$ cat src/rtl/edh_pkg.sv
// ----------------------------------------------------------------------------
// edh_pkg
// Shared types, widths and constants of the error diffusion halftoner.
// ----------------------------------------------------------------------------
package edh_pkg;

  localparam int unsigned MAX_COLUMNS_DEF = 4096;
  localparam int unsigned MAX_REPEAT      = 16;

  localparam int unsigned LEVEL_W    = 4;
  localparam int unsigned REP_W      = 5;
  localparam int unsigned COLUMN_W   = 12;
  localparam int unsigned COLUMN_MAX = 4095;
  localparam int unsigned NCH        = 3;

  // channel slots; grey mode runs in the yellow slot
  localparam int unsigned CH_Y = 0;
  localparam int unsigned CH_M = 1;
  localparam int unsigned CH_C = 2;

  // error arithmetic
  localparam int unsigned ERR_W      = 8;
  localparam int unsigned ERR_XW     = ERR_W + 2;
  localparam int unsigned ERR_DIV    = 8;
  localparam int unsigned ERR_SHIFT  = $clog2(ERR_DIV);
  localparam logic signed [ERR_XW-1:0] ROUND_ADD  = ERR_XW'(4);
  localparam logic signed [ERR_XW-1:0] TRUNC_ADJ  = ERR_XW'(ERR_DIV - 1);
  localparam logic signed [ERR_W-1:0]  DOT_FULL   = ERR_W'(15);

  // configuration port
  localparam int unsigned CFG_IDX_W  = 1;
  localparam int unsigned CFG_DATA_W = 4;
  localparam logic [CFG_IDX_W-1:0] CFG_COLOUR_MODE   = 1'b0;
  localparam logic [CFG_IDX_W-1:0] CFG_DOT_THRESHOLD = 1'b1;
  localparam logic [LEVEL_W-1:0]   THRESHOLD_RST     = 4'd7;

  // command queue
  localparam int unsigned QUEUE_DEPTH = 2;
  localparam int unsigned QPTR_W      = $clog2(QUEUE_DEPTH);
  localparam int unsigned QCNT_W      = $clog2(QUEUE_DEPTH + 1);

  typedef logic [NCH-1:0][ERR_W-1:0] chan_err_t;

  typedef struct packed {
    logic                           colour;
    logic                           row_last;
    logic [REP_W-1:0]               rep;
    logic [NCH-1:0][LEVEL_W-1:0]    level;
  } edh_cmd_t;

  typedef struct packed {
    logic row_end;
    logic pos_zero;
  } edh_back_st_t;

endpackage

$ cat src/rtl/edh_if.sv
// ----------------------------------------------------------------------------
// edh_pix_if / edh_dot_if
// Valid/ready channels for source pixels and halftone dots.
// ----------------------------------------------------------------------------
interface edh_pix_if;
  import edh_pkg::*;

  logic               valid;
  logic               ready;
  logic [LEVEL_W-1:0] yellow_level;
  logic [LEVEL_W-1:0] magenta_level;
  logic [LEVEL_W-1:0] cyan_level;
  logic [LEVEL_W-1:0] black_level;
  logic [REP_W-1:0]   repeat_req;
  logic               row_last;

  modport source (
    output valid, yellow_level, magenta_level, cyan_level, black_level, repeat_req,
           row_last,
    input  ready
  );

  modport sink (
    input  valid, yellow_level, magenta_level, cyan_level, black_level, repeat_req,
           row_last,
    output ready
  );
endinterface


$ cat src/rtl/edh_front.sv
// ----------------------------------------------------------------------------
// edh_front
// Pixel intake: picks the channel levels for the mode and clamps the repeat.
// ----------------------------------------------------------------------------
module edh_front (
  edh_pix_if.sink            pix_i,
  input  logic               colour_mode_i,
  input  logic               q_full_i,
  output logic               push_o,
  output edh_pkg::edh_cmd_t  cmd_o
);
  import edh_pkg::*;

  assign pix_i.ready = !q_full_i;
  assign push_o      = pix_i.valid && !q_full_i;

  always_comb begin
    cmd_o          = '0;
    cmd_o.colour   = colour_mode_i;
    cmd_o.row_last = pix_i.row_last;
    if (colour_mode_i) begin
      cmd_o.level[CH_Y] = pix_i.yellow_level;
      cmd_o.level[CH_M] = pix_i.magenta_level;
      cmd_o.level[CH_C] = pix_i.cyan_level;
    end else begin
      cmd_o.level[CH_Y] = pix_i.black_level;
    end
    if (pix_i.repeat_req == '0) begin
      cmd_o.rep = REP_W'(1);
    end else if (32'(pix_i.repeat_req) > MAX_REPEAT) begin
      cmd_o.rep = REP_W'(MAX_REPEAT);
    end else begin
      cmd_o.rep = pix_i.repeat_req;
    end
  end

endmodule

$ cat src/flat_wrapper.sv
// flat-port wrapper written by rule: the top's interface ports become plain ports
module edh_front_flat import edh_pkg::*;
  (colour_mode_i, q_full_i, push_o, cmd_o, pix_i_valid, pix_i_yellow_level, pix_i_magenta_level, pix_i_cyan_level, pix_i_black_level, pix_i_repeat_req, pix_i_row_last, pix_i_ready);
  edh_pix_if pix_i_i ();
  input  logic colour_mode_i;
  input  logic q_full_i;
  output logic push_o;
  output edh_pkg::edh_cmd_t cmd_o;
  input wire logic [$bits(pix_i_i.valid)-1:0] pix_i_valid;
  input wire logic [$bits(pix_i_i.yellow_level)-1:0] pix_i_yellow_level;
  input wire logic [$bits(pix_i_i.magenta_level)-1:0] pix_i_magenta_level;
  input wire logic [$bits(pix_i_i.cyan_level)-1:0] pix_i_cyan_level;
  input wire logic [$bits(pix_i_i.black_level)-1:0] pix_i_black_level;
  input wire logic [$bits(pix_i_i.repeat_req)-1:0] pix_i_repeat_req;
  input wire logic [$bits(pix_i_i.row_last)-1:0] pix_i_row_last;
  output wire logic [$bits(pix_i_i.ready)-1:0] pix_i_ready;
  assign pix_i_i.valid = pix_i_valid;
  assign pix_i_i.yellow_level = pix_i_yellow_level;
  assign pix_i_i.magenta_level = pix_i_magenta_level;
  assign pix_i_i.cyan_level = pix_i_cyan_level;
  assign pix_i_i.black_level = pix_i_black_level;
  assign pix_i_i.repeat_req = pix_i_repeat_req;
  assign pix_i_i.row_last = pix_i_row_last;
  assign pix_i_ready = pix_i_i.ready;
  edh_front u_core (.pix_i(pix_i_i), .colour_mode_i(colour_mode_i), .q_full_i(q_full_i), .push_o(push_o), .cmd_o(cmd_o));
endmodule
$ cat config.mk
export PLATFORM = sky130hd
export DESIGN_NAME = edh_front_flat
export DESIGN_NICKNAME = d
export VERILOG_FILES = /design/src/rtl/edh_pkg.sv /design/src/rtl/edh_if.sv /design/src/rtl/edh_front.sv /design/src/flat_wrapper.sv
export SDC_FILE = /design/constraint.sdc
export NUM_CORES = 1
export LEC_CHECK = 0
export BUFFER_PORTS_ARGS = -buffer_cell sky130_fd_sc_hd__buf_2
export CAP_MARGIN = 10
export CORE_AREA = 2 2 39 41
export DETAILED_ROUTE_END_ITERATION = 10
export DIE_AREA = 0 0 41 43
export PLACE_DENSITY = 0.63
export SLEW_MARGIN = 15
export SYNTH_ARGS = -nofsm -noshare
export SYNTH_HDL_FRONTEND = slang
export SYNTH_SLANG_ARGS = --single-unit
$ cat constraint.sdc
create_clock -name vclk -period 0.8
set_clock_uncertainty 0.2 [all_clocks]
set_input_delay 0.04 -clock vclk [all_inputs]
set_output_delay 0.04 -clock vclk [all_outputs]
set_load 0.05 [all_outputs]
### After elaboration in Yosys (flattened, before gate mapping)

Index checks and enable logic that the tools add are counted.

* input port bits: 25
* register bits: 0
* word-level logic and storage cells: 8

* reductions and logical operators: 3
* mux-type cells: 4
* order comparisons: 1

Operator list (number)
* 5-bit 2-to-1 mux: 2
* 8-bit 2-to-1 mux: 1
* 5-bit greater-than comparator (second input constant): 1
* 5-bit zero test: 1
* 4-bit 2-to-1 mux: 1
* 1-bit logical AND: 1
* 1-bit zero test: 1

### Logic depth before layout (Yosys ltp)

* depth in word-level cells: 3
* gate-level depth with buffers: 2
* mapped depth without buffers: 2

### Worst setup path after synthesis

Ideal clock, no wire load.

* path kind: input port to output port
* from: in pix_i_repeat_req[2]
* to: out cmd_o[12] (netlist name)
* data required time: 0.560 ns
* path slack: -0.633 ns
* stages: 2
* arrival time: 1.193 ns
* cells stage by stage: or3_1 > a21oi_1

RTL lines
* start: declaration: line flat_wrapper.sv:14 `input wire logic [$bits(pix_i_i.repeat_req)-1:0] pix_i_repeat_req;`
* end: declaration: line flat_wrapper.sv:8 `output edh_pkg::edh_cmd_t cmd_o;`

==> impl_metrics.py <==
metrics = {
    "sta": {
        "holdWs_ps": -120,
        "setup_viol": 5,
        "maxSlewViolCount": 0,
        "period_minus_slack_ps": 1040,
        "tns_ps": -412,
        "fin_crit_sh_pct": 130,
        "grt_setup_unrepaired": "yes",
        "tightest_slew_ps": 256,
        "fmax_mhz": 960,
        "hold_violations": 1,
        "slew_headroom_pct": 83.0,
        "timing.final.ws_setup_ps": -241,
    },
    "pwr": {
        "power.internal_mw": 0.242,
        "pwr-share-clk_pct": 0,
        "leakagePower_nw": 0.339,
        "p_comb_share_pct": 100.0,
        "power_density_mw_per_mm2": 867,
        "seq_power_share_pct": 0,
        "vdd_drop_max_mv": 0.361,
        "switching_share_pct": 54.9,
        "switchingPower_mw": 0.294,
    },
    "finish": {
        "clock_buffers": 0,
        "fin_cells": 82,
        "syn_to_final_growth_pct": 263,
        "seq_cell_count": 0,
        "antennaDiodeCount": 0,
        "register_area_um2": 0,
        "drive_above_1_share_pct": 97.0,
        "layout.nets": 93,
    },
    "logic_synthesis": {
        "synth_most_common_cell": "and2_1",
        "synth_area_per_cell_um2": 7.09,
        "synth_area_um2": 170,
        "yosysWarningCount": 0,
        "synth_top_area_share_pct": 29.4,
        "syn_inst": 24,
        "syn_nets": 49,
        "ys_types": 10,
        "ys_seq_area_share_pct": 0,
        "synth_common_cells": "8 x and2_1, 4 x nor2b_1",
        "yosysTopAreaCell": "and2_1",
        "synth.top_cells.by_area": "and2_1 29%, mux2_4 18%, nor2b_1 15%, mux2_1 13%, buf_4 8.8%",
    },
    "critical_path": {
        "worstSetupPathType": "in -> out",
        "crit_path_max_fanout": 2,
        "critical_path.top_delay_family": "simple AND/OR/NAND/NOR gates",
        "cp_cell_sequence": "buf_6 > or3_4 > a21oi_4 > buf_6",
        "start_kind": "primary input",
        "crit_arrival_ps": 800,
        "cpMostUsedCell": "buf_6",
        "worst-path-buf-inv": 2,
        "cp_slowest_stage_delay_ps": 380,
        "cp-end-kind": "primary output",
        "cpMaxStageDelayCell": "or3_4",
        "crit_required_ps": 560,
    },
    "global_routing": {
        "grt_pass1_wl_um": 1220,
        "grt-ovfl-total": 0,
        "grt_usage_pct": 9.19,
        "grt_pass1_vias": 338,
        "grt_max_degree": 7,
        "antenna_found_initial": 0,
    },
    "floorplan": {
        "die_y_um": 43,
        "num_rows": 14,
        "initial_core_util_pct": 12.3,
        "boundaryPins": 46,
        "die_area_mm2": 0.00176,
        "die_w_um": 41,
        "coreArea_mm2": 0.00138,
    },
    "placement": {
        "io_buffers": 44,
        "hpwl_um": 622,
        "dp.cells": 81,
        "place_congestion": 0.718,
    },
    "outcome": {
        "violations": "negative hold slack, negative setup slack",
        "status": "complete, but fails checks",
    },
    "worst_hold_path": {
        "min_from": "pix_i_row_last",
        "hold_end": "cmd_o[17]",
        "min_path_cells": 0,
        "hold_path.class": "in -> out",
    },
    "drt": {
        "wl_per_cell_um": 9.96,
        "vias_per_cell": 4.05,
        "drt_iter0_markers": 1,
        "ant_nets": 0,
        "drc": 0,
        "routed_wl_um": 817,
        "num_vias": 332,
        "drtPass1Iterations": 4,
    },
    "job": {
        "max-cap-violations": 0,
    },
}
metal layers:
metal	vias up	wire length, um	part of all wire, %	global-route usage (%)
met5	-	0	0	0
met4	0	0	0	0
met3	0	146	18	2.09
met2	40	392	48	17.5
met1	135	278	34	10.1
li1	157	-	-	-
layout by cell type, fill, tap and decap left out, drive strengths merged:
cell and n:
clkbuf 2, and2 8, nor2b 4, mux2 4, inv 2, a21oi 1, or3 1, buf 44
cell families (layout without fill, tap and decap cells):
family	Yosys count	in the layout	share of synthesized area (%)
buffers and inverters	6	48	18.4
AO/OA/AOI/OAI	1	1	2.94
multiplexers	4	4	30.9
AND/OR/NAND/NOR	13	13	47.8
layout make-up:
class | instances | area [um^2]
timing repair buffer | 46 | 399
multi-input combinational | 18 | 191
tap | 16 | 20.0
inverter | 2 | 7.51
fill | 113 | 766
power by group through the flow:
stage               registers [mW]  logic [mW]  clock network (mW)
finish                           0       0.536                   0
global route                     0       0.560                   0
CTS                              0       0.535                   0
detailed placement               0       0.403                   0
global placement                 0       0.399                   0
floorplan                        0       0.304                   0
per-stage QoR:
| stage | setup WS [ps] | total power [mW] | hold slack [ps] | cell area (um^2) | utilization, % |
|---|---|---|---|---|---|
| finish | -241 | 0.536 | -120 | 618 | 44.7 |
| global route | -274 | 0.560 | -120 | 618 | 44.7 |
| CTS | -244 | 0.535 | -119 | 608 | 43.9 |
| detailed placement | -341 | 0.403 | -119 | 430 | 31.1 |
| global placement | -338 | 0.399 | -119 | 430 | 31.1 |
| floorplan | -193 | 0.304 | -67.9 | 209 | - |
how the worst max path moves through the flow:
stage | start | endpoint | slack [ps] | depth (start not counted)
5_1_grt | pix_i_repeat_req[2] | cmd_o[12] | -270 | 4
3_3_place_gp | pix_i_repeat_req[2] | cmd_o[12] | -340 | 4
3_5_place_dp | pix_i_repeat_req[2] | cmd_o[12] | -340 | 4
2_1_floorplan | pix_i_repeat_req[2] | cmd_o[12] | -190 | 2
6_report | pix_i_repeat_req[2] | cmd_o[12] | -240 | 4
4_1_cts | pix_i_repeat_req[2] | cmd_o[12] | -240 | 4
timing repair:
item,in CTS,in global routing
endpoints found under the hold margin,1,1
cloned,1,0
setup buffers,0,0
resized for setup,47,5
setup endpoints to repair,14,14
No activity file was read; power rests on OpenSTA's default activity.
