`src/rtl/edh_pkg.sv`:
```
// ----------------------------------------------------------------------------
// edh_pkg
// Shared types, widths and constants of the error diffusion halftoner.
// ----------------------------------------------------------------------------
package edh_pkg;

  localparam int unsigned MAX_COLUMNS_DEF = 4096;
  localparam int unsigned MAX_REPEAT      = 16;

  localparam int unsigned LEVEL_W    = 4;
  localparam int unsigned REP_W      = 5;
  localparam int unsigned COLUMN_W   = 12;
  localparam int unsigned COLUMN_MAX = 4095;
  localparam int unsigned NCH        = 3;

  // channel slots; grey mode runs in the yellow slot
  localparam int unsigned CH_Y = 0;
  localparam int unsigned CH_M = 1;
  localparam int unsigned CH_C = 2;

  // error arithmetic
  localparam int unsigned ERR_W      = 8;
  localparam int unsigned ERR_XW     = ERR_W + 2;
  localparam int unsigned ERR_DIV    = 8;
  localparam int unsigned ERR_SHIFT  = $clog2(ERR_DIV);
  localparam logic signed [ERR_XW-1:0] ROUND_ADD  = ERR_XW'(4);
  localparam logic signed [ERR_XW-1:0] TRUNC_ADJ  = ERR_XW'(ERR_DIV - 1);
  localparam logic signed [ERR_W-1:0]  DOT_FULL   = ERR_W'(15);

  // configuration port
  localparam int unsigned CFG_IDX_W  = 1;
  localparam int unsigned CFG_DATA_W = 4;
  localparam logic [CFG_IDX_W-1:0] CFG_COLOUR_MODE   = 1'b0;
  localparam logic [CFG_IDX_W-1:0] CFG_DOT_THRESHOLD = 1'b1;
  localparam logic [LEVEL_W-1:0]   THRESHOLD_RST     = 4'd7;

  // command queue
  localparam int unsigned QUEUE_DEPTH = 2;
  localparam int unsigned QPTR_W      = $clog2(QUEUE_DEPTH);
  localparam int unsigned QCNT_W      = $clog2(QUEUE_DEPTH + 1);

  typedef logic [NCH-1:0][ERR_W-1:0] chan_err_t;

  typedef struct packed {
    logic                           colour;
    logic                           row_last;
    logic [REP_W-1:0]               rep;
    logic [NCH-1:0][LEVEL_W-1:0]    level;
  } edh_cmd_t;

  typedef struct packed {
    logic row_end;
    logic pos_zero;
  } edh_back_st_t;

endpackage

```
`src/rtl/edh_queue.sv`:
```
// ----------------------------------------------------------------------------
// edh_queue
// Short command queue between pixel intake and the diffusion engine.
// ----------------------------------------------------------------------------
module edh_queue (
  input  logic               clk_i,
  input  logic               rst_ni,
  input  logic               push_i,
  input  edh_pkg::edh_cmd_t  cmd_i,
  output logic               full_o,
  input  logic               pop_i,
  output logic               valid_o,
  output edh_pkg::edh_cmd_t  cmd_o
);
  import edh_pkg::*;

  edh_cmd_t           slot_q [QUEUE_DEPTH];
  logic [QPTR_W-1:0]  wptr_q;
  logic [QPTR_W-1:0]  rptr_q;
  logic [QCNT_W-1:0]  cnt_q;
  logic               do_push;
  logic               do_pop;

  assign full_o  = cnt_q == QCNT_W'(QUEUE_DEPTH);
  assign valid_o = cnt_q != '0;
  assign cmd_o   = slot_q[rptr_q];
  assign do_push = push_i && !full_o;
  assign do_pop  = pop_i && valid_o;

  function automatic logic [QPTR_W-1:0] ptr_next(logic [QPTR_W-1:0] p);
    return (p == QPTR_W'(QUEUE_DEPTH - 1)) ? '0 : p + QPTR_W'(1);
  endfunction

  always_ff @(posedge clk_i or negedge rst_ni) begin
    if (!rst_ni) begin
      wptr_q <= '0;
      rptr_q <= '0;
      cnt_q  <= '0;
    end else begin
      if (do_push) wptr_q <= ptr_next(wptr_q);
      if (do_pop)  rptr_q <= ptr_next(rptr_q);
      if (do_push && !do_pop) begin
        cnt_q <= cnt_q + QCNT_W'(1);
      end else if (do_pop && !do_push) begin
        cnt_q <= cnt_q - QCNT_W'(1);
      end
    end
  end

  always_ff @(posedge clk_i) begin
    if (do_push) slot_q[wptr_q] <= cmd_i;
  end

endmodule

```
`config.mk`:
```
export PLATFORM = sky130hd
export DESIGN_NAME = edh_queue
export DESIGN_NICKNAME = d
export VERILOG_FILES = /design/src/rtl/edh_pkg.sv /design/src/rtl/edh_queue.sv
export SDC_FILE = /design/constraint.sdc
export NUM_CORES = 1
export LEC_CHECK = 0
export ABC_CLOCK_PERIOD_IN_PS = 4550
export BUFFER_PORTS_ARGS = -buffer_cell sky130_fd_sc_hd__buf_4
export CORE_ASPECT_RATIO = 0.8
export CORE_MARGIN = 2
export CORE_UTILIZATION = 35
export CTS_CLUSTER_SIZE = 20
export DETAILED_ROUTE_END_ITERATION = 10
export PLACE_DENSITY = 0.56
export SLEW_MARGIN = 10
export SYNTH_ARGS = -nofsm -noshare
export SYNTH_HDL_FRONTEND = slang
export SYNTH_SLANG_ARGS = --single-unit
```
`constraint.sdc`:
```
create_clock -name clk_i -period 4.55 [get_ports clk_i]
set_input_delay 0.2275 -clock clk_i [delete_from_list [all_inputs] [get_ports clk_i]]
set_output_delay 0.2275 -clock clk_i [all_outputs]
set_load 0.02 [all_outputs]
```
## Word level (Yosys, flattened, before mapping)

Memories as Yosys holds them, arrays and structs flattened.
Cells that the tools add are included.

- Bits in registers: 4
- Input port bits: 23
- Bits in writable memories: 38
- Memories kept: 1
- Output and inout bits: 21
- Word-level logic and storage cells: 24

Memory list:

| name | words | bits a word | rd ports | clocked after memory_dff | write ports | line | RTL |
|---|---|---|---|---|---|---|---|
| slot_q | 2 | 19 | 1 | 0 | 1 | edh_queue.sv:17 | `edh_cmd_t slot_q [QUEUE_DEPTH];` |

- Multiplexer cells: 6
- Add/subtract/negate cells: 4
- Reductions and logical operators: 9
- Equality and inequality tests: 1

Operator list:

| operator | number |
|---|---|
| logical AND 1 bit | 4 |
| two-way mux 1 bit | 4 |
| two-way mux 2 bit | 2 |
| nonzero test 2 bit | 2 |
| zero test 1 bit | 3 |
| adder 1 bit, second input constant | 2 |
| adder 2 x 1 -> 2 bit, second input constant | 1 |
| equality test 2 bit, second input constant | 1 |
| subtractor 2 x 1 -> 2 bit, second input constant | 1 |

## Logic depth before layout (Yosys ltp)

Gate-level depths: netlist of run 1.

- Depth in word-level cells: 7
- Mapped depth: 7

## Least setup slack after synthesis of run 1

Ideal clock, no wire load.

- Path type: reg-to-reg
- Start point: register cnt_q[0]
- End point: memory slot_q[0][0] (netlist bit) (enable)
- Required time: 4.155 ns
- Slack: 2.699 ns
- Cell stages (with the launch flop): 4
- Arrival: 1.457 ns
- Buffers on the path: 0
- Period minus slack after synthesis: 1.851 ns
- Cell sequence: dfrtp_1 -> nand2b_1 -> nand2_2 -> nor2_1

- Word-level cells in the longest chain between the ends: 5

Ends and longest elaborated chain:

| element | line | RTL |
|---|---|---|
| start, declared | edh_queue.sv:20 | `logic [QCNT_W-1:0] cnt_q;` |
| start signal, assigned | edh_queue.sv:43 | `cnt_q <= cnt_q + QCNT_W'(1);` |
| start signal, assigned | edh_queue.sv:45 | `cnt_q <= cnt_q - QCNT_W'(1);` |
| equality test 2 bit | edh_queue.sv:24 | `assign full_o = cnt_q == QCNT_W'(QUEUE_DEPTH);` |
| zero test 1 bit | edh_queue.sv:27 | `assign do_push = push_i && !full_o;` |
| logical AND 1 bit | edh_queue.sv:27 |  |
| two-way mux 1 bit | edh_queue.sv:51 | `if (do_push) slot_q[wptr_q] <= cmd_i;` |
| two-way mux 1 bit (not written as such) | edh_queue.sv:51 |  |
| end, declared | edh_queue.sv:17 |  |

Every way passes these cells.

==> results of run 1 <==
==> synth_stat cells (all sizes together) <==
cell	n
mux2	19
nor2	2
buf	2
and3	1
nand2b	1
nand2	2
xor2	2
dfrtp	4
edfxtp	38
or2	1
ha	1
inv	2
xnor2	3
==> power breakdown <==
group / total (W) / switching, W / internal, W
Sequential: 0.000613 / 0.0000804 / 0.000533
Combinational: 0.000533 / 0.000240 / 0.000293
Clock: 0.000227 / 0.000118 / 0.000108
==> worst max-delay path, delay by kind of cell, from the launching register on <==
family | cells | cell delay (ns)
muxes | 1 | 0.36
DFF | 1 | 1.10
buffers and inverters | 1 | 0.16
==> logic make-up after synthesis <==
logic type	after synthesis	share of synthesized area (%)
flip-flops	42	74.5
multiplexers	19	17.1
AND/OR/NAND/NOR	7	2.78
XOR/XNOR	5	3.08
buffers and inverters	4	1.80
adder cells (fa/ha/maj)	1	0.751
==> registers in the layout, indices dropped and copies added (netlist names) <==
register  cells
cnt_q         2
rptr_q        1
slot_q       38
wptr_q        1
==> through the flow <==
| step | setup slack [ns] | std cells | utilization, % | power, W | hold slack (ns) |
|---|---|---|---|---|---|
| 2_1_floorplan | 2.70 | 78 | - | 0.000984 | -0.0681 |
| 3_3_place_gp | 2.68 | 179 | 44.5 | 0.00116 | 0.0288 |
| 3_5_place_dp | 2.66 | 179 | 44.5 | 0.00117 | 0.0309 |
| 4_1_cts | 2.35 | 188 | 46.6 | 0.00139 | 0.115 |
| 5_1_grt | 2.28 | 188 | 46.6 | 0.00145 | 0.101 |
| 6_report | 2.42 | 188 | 46.6 | 0.00137 | 0.120 |
==> layout make-up <==
class,count,area [um^2],share of cell area (%)
Multi-Input combinational cell,32,398,18.6
Clock buffer,6,72.6,3.39
Tap cell,60,75.1,3.51
Inverter,2,7.51,0.351
Sequential cell,42,1240,58.0
Timing Repair Buffer,44,333,15.5
Clock inverter,2,13.8,0.643
==> repair_timing <==
item                      CTS  global route
resized for setup           0             0
hold endpoints to repair    4             0
hold buffers                1             0
==> metal layers <==
layer | routed length, um | share of wire (%) | GRT usage (%)
met2 | 1450 | 59 | 18.2
met4 | 27 | 1.1 | 4.45
met3 | 97 | 3.9 | 4.12
met1 | 894 | 36 | 10.9
met5 | 0 | 0 | 0
==> final timing paths <==
kind | slack (ns) | startpoint | to | depth (start not counted)
hold reg to reg | 0.51 | cnt_q[1]$_DFFE_PN0P_ | cnt_q[1]$_DFFE_PN0P_ | 1
setup reg to reg | 2.74 | cnt_q[0]$_DFFE_PN0P_ | slot_q[0][0]$_DFFE_PP_ | 3
min in group asynchronous | 0.28 | rst_ni | cnt_q[0]$_DFFE_PN0P_ | 2
max in group asynchronous | 4.16 | rst_ni | rptr_q$_DFFE_PN0P_ | 2
hold / removal | 0.12 | cmd_i[17] | slot_q[0][17]$_DFFE_PP_ | 1
setup / recovery | 2.42 | rptr_q$_DFFE_PN0P_ | cmd_o[5] | 2
==> run summary, run 1 <==
most common cell after layout, fill and taps aside - buf_4
die area - 5330 um^2
Final setup viols - 0
wire per inst - 13.1 um
Syn Area/Cell - 21.4 um^2
number of diodes - 0
nets - 151
Clock Sinks - 42
number of different library cells in the post-synthesis netlist - 15
total grt overflow - 0
DPL Wire Length - 1760 um
Routability Congestion - 0.668
YS warnings - 0
pin count of the biggest net entering global routing - 21
Fillers - 407
Setup Skew - 0.0105 ns
CP endpoint kind - primary output
port buffer count - 43
Rel. slew slack - 24.0%
Maximum Capacitance Violations - 0
Fin. Hold Viols - 0
worst hold path type - primary input to flip-flop
Synth area leader - edfxtp_1
fmax - 470 MHz
GR Util All Layers - 10.3%
worst-path maximum fanout - 20
slowest stage delay, CP - 1.10 ns
Fin Setup TNS - 0 ns
Tmin final - 2.13 ns
Clk pin slew, worst setup/hold paths - 0.08 ns
Post-Synthesis Cells - 78
Core ar. - 4600 um^2
fin. max-slew vios - 0
post-CTS setup buffer count - 0
Seq/Total Area, Yosys - 74.5%
placed cell areas - 2040 um^2
number of vias per cell - 4.16
Die Span Y - 65.7 um
Worst path slowest cell - dfrtp_1
CTS Buffer Depth - 2
initial DRC count - 34
Worst EP required - 4.32 ns
Area contributors post-synth - edfxtp_1, mux2_4, dfrtp_1, buf_6, xnor2_1
ANT nets after route - 0
initial antenna violation count - 0
#FFs+latches synth - 42
vias in the first global route - 827
critical path type - flip-flop to primary output
H-tree depth - 2
DR DRC count - 0
first-pass GRT wire length - 3860 um
area delta synth->final - 28.5%
Pwr Density - 641 nW/um^2
via count - 783
CTS tree - done
total routed wirelength - 2470 um
fin crit share - 46.8%
worst skew pair latency - 0.29 ns
crit path DAT - 1.90 ns
DR pass1 iterations - 3
RSZ-0062 raised after global routing - false
area share of the largest cell type after synthesis - 68.5%
outcome - complete, no violations
Syn Nets - 102
I/O pin cnt - 44
Critical Path Start Type - flip-flop
most frequent cells in the layout - buf_4, edfxtp_1, mux2_4
starting density of the core - 36.3%
TritonCTS buffer count - 5
Root Driver - clkbuf_8
worst path cell trace - mux2_4, buf_4
worst slew pin tran - 1.14 ns
cell area after synthesis - 1670 um^2
layout cells sized above 1 - 57.8%
Peak VDD IR - 364 uV
leakage power - 0.880 nW
design area - 2140 um^2
placement row count - 22
die width - 81.2 um
Note: power is estimated with default switching activity, not from simulation.
==> run 2: changes to the inputs <==
--- a/config.mk
+++ b/config.mk
@@ -5,14 +5,14 @@
 export SDC_FILE = /design/constraint.sdc
 export NUM_CORES = 1
 export LEC_CHECK = 0
-export ABC_CLOCK_PERIOD_IN_PS = 4550
+export ABC_CLOCK_PERIOD_IN_PS = 1800
 export BUFFER_PORTS_ARGS = -buffer_cell sky130_fd_sc_hd__buf_4
 export CORE_ASPECT_RATIO = 0.8
 export CORE_MARGIN = 2
 export CORE_UTILIZATION = 35
 export CTS_CLUSTER_SIZE = 20
 export DETAILED_ROUTE_END_ITERATION = 10
-export PLACE_DENSITY = 0.56
+export PLACE_DENSITY = 0.58
 export SLEW_MARGIN = 10
 export SYNTH_ARGS = -nofsm -noshare
 export SYNTH_HDL_FRONTEND = slang
==> constraint.sdc (replaced) <==
create_clock -name clk_i -period 1.8 [get_ports clk_i]
set_input_delay 0.09 -clock clk_i [delete_from_list [all_inputs] [get_ports clk_i]]
set_output_delay 0.09 -clock clk_i [all_outputs]
set_load 0.02 [all_outputs]
==> run summary, run 2 (same netlist as run 1, synthesis figures left out) <==
worst slew pin tran - 0.262 ns (was 1.14 ns)
critical path type - flip-flop to primary output (unchanged)
placement row count - 22 (unchanged)
post-CTS resize count - 0 (unchanged)
Setup Skew - 0.00507 ns (was 0.0105 ns)
Root Driver - clkbuf_8 (unchanged)
worst hold path type - primary input to flip-flop (unchanged)
number of vias per cell - 4.25 (was 4.16)
port buffer count - 43 (unchanged)
Pwr Density - 1500 nW/um^2 (was 641 nW/um^2)
starting density of the core - 36.3% (unchanged)
Critical Path Start Type - flip-flop (unchanged)
biggest regs - slot_q x38, cnt_q x2 (unchanged)
GR Util All Layers - 10.4% (was 10.3%)
Non-Filler Instances - 210 (was 188)
design area - 2390 um^2 (was 2140 um^2)
Core ar. - 4600 um^2 (unchanged)
Die Span Y - 65.7 um (unchanged)
Fin. Hold Viols - 0 (unchanged)
most frequent cells in the layout - buf_4, edfxtp_1, dlygate4sd3_1 (was buf_4, edfxtp_1, mux2_4)
most common cell after layout, fill and taps aside - buf_4 (unchanged)
nets - 173 (was 151)
leakage power - 0.984 nW (was 0.880 nW)
total routed wirelength - 2570 um (was 2470 um)
H-tree depth - 2 (unchanged)
Rel. slew slack - 82.5% (was 24.0%)
register name with the most flops - slot_q (unchanged)
Routability Congestion - 0.659 (was 0.668)
DR pass1 iterations - 2 (was 3)
Tmin final - 1.56 ns
first-pass GRT wire length - 4020 um (was 3860 um)
TritonCTS buffer count - 5 (unchanged)
vias in the first global route - 923 (was 827)
RSZ-0062 raised after global routing - false (unchanged)
worst skew pair latency - 0.28 ns (was 0.29 ns)
outcome - complete, no violations (unchanged)
pin count of the biggest net entering global routing - 18 (was 21)
count of hold-fix buffers inserted at cts - 20 (was 1)
worst-path maximum fanout - 17 (was 20)
layout cells sized above 1 - 50.7% (was 57.8%)
Peak VDD IR - 910 uV (was 364 uV)
placed cell areas - 2100 um^2 (was 2040 um^2)
CP endpoint kind - primary output (unchanged)
Clk pin slew, worst setup/hold paths - 0.07 ns (was 0.08 ns)
ANT nets after route - 0 (unchanged)
Clock Sinks - 42 (unchanged)
initial DRC count - 30 (was 34)
DPL Wire Length - 1800 um (was 1760 um)
Fin Setup TNS - 0 ns (unchanged)
post-placement cell count - 182 (was 179)
CTS tree - done (unchanged)
CTS Buffer Depth - 2 (unchanged)
initial antenna violation count - 0 (unchanged)
fin crit share - 86.6%
Final setup viols - 0 (unchanged)
fmax - 642 MHz
crit path DAT - 1.47 ns (was 1.90 ns)
post-CTS setup buffer count - 0 (unchanged)
die area - 5330 um^2 (unchanged)
total grt overflow - 0 (unchanged)
wire per inst - 12.3 um (was 13.1 um)
fin. max-slew vios - 0 (unchanged)
I/O pin cnt - 44 (unchanged)
via count - 892 (was 783)
max reg flops - 38 (unchanged)
Worst EP required - 1.71 ns (was 4.32 ns)
area delta synth->final - 43.2% (was 28.5%)
number of diodes - 0 (unchanged)
DR DRC count - 0 (unchanged)
register-to-register setup slack - 0.31 ns (was 2.74 ns)
die width - 81.2 um (unchanged)
Maximum Capacitance Violations - 0 (unchanged)
[run 2: path summary, 6_finish.rpt]
kind | from | depth (start not counted) | to
max | rptr_q$_DFFE_PN0P_ | 3 | cmd_o[8]
min reg2reg | cnt_q[1]$_DFFE_PN0P_ | 1 | cnt_q[1]$_DFFE_PN0P_
min | pop_i | 3 | rptr_q$_DFFE_PN0P_
max reg2reg | cnt_q[0]$_DFFE_PN0P_ | 6 | cnt_q[1]$_DFFE_PN0P_
min in group asynchronous | rst_ni | 2 | cnt_q[0]$_DFFE_PN0P_
max in group asynchronous | rst_ni | 2 | rptr_q$_DFFE_PN0P_
[run 2: through the flow]
stage	setup WS [ns]	power (W)	util [%]	hold WS, ns
4_1_cts	0.217	0.00363	51.9	0.0733
3_3_place_gp	0.409	0.00302	45.8	-0.111
3_5_place_dp	0.298	0.00306	45.8	-0.109
2_1_floorplan	0.259	0.00249	-	-0.206
6_report	0.241	0.00357	51.9	0.0835
5_1_grt	0.180	0.00376	51.9	0.0926
[run 2: worst max-delay path, stage by stage (launching register included)]
cell and delay, ns:
dfrtp_1 0.49, buf_12 0.22, mux2_4 0.32, buf_4 0.16
[run 2: report_power, final]
part / switching, W / internal (W)
logic: 0.000737 / 0.000845
registers: 0.000113 / 0.00134
clock network: 0.000270 / 0.000266
total: 0.00112 / 0.00245
[run 2: per-layer routing]
metal  global-route usage, %  wire, um  vias up
met5                       0         0        -
met2                    18.6      1410       25
li1                        -         -      432
met4                    3.18         0        0
met3                    3.98       168        0
met1                    11.2       991      435
[run 2: layout make-up]
type,instances,area (um^2)
Fill cell,397,2210
Sequential cell,42,1240
Timing Repair Buffer,66,583
Multi-Input combinational cell,32,398
Tap cell,60,75.1
Clock buffer,6,72.6
Clock inverter,2,8.76
Inverter,2,7.51
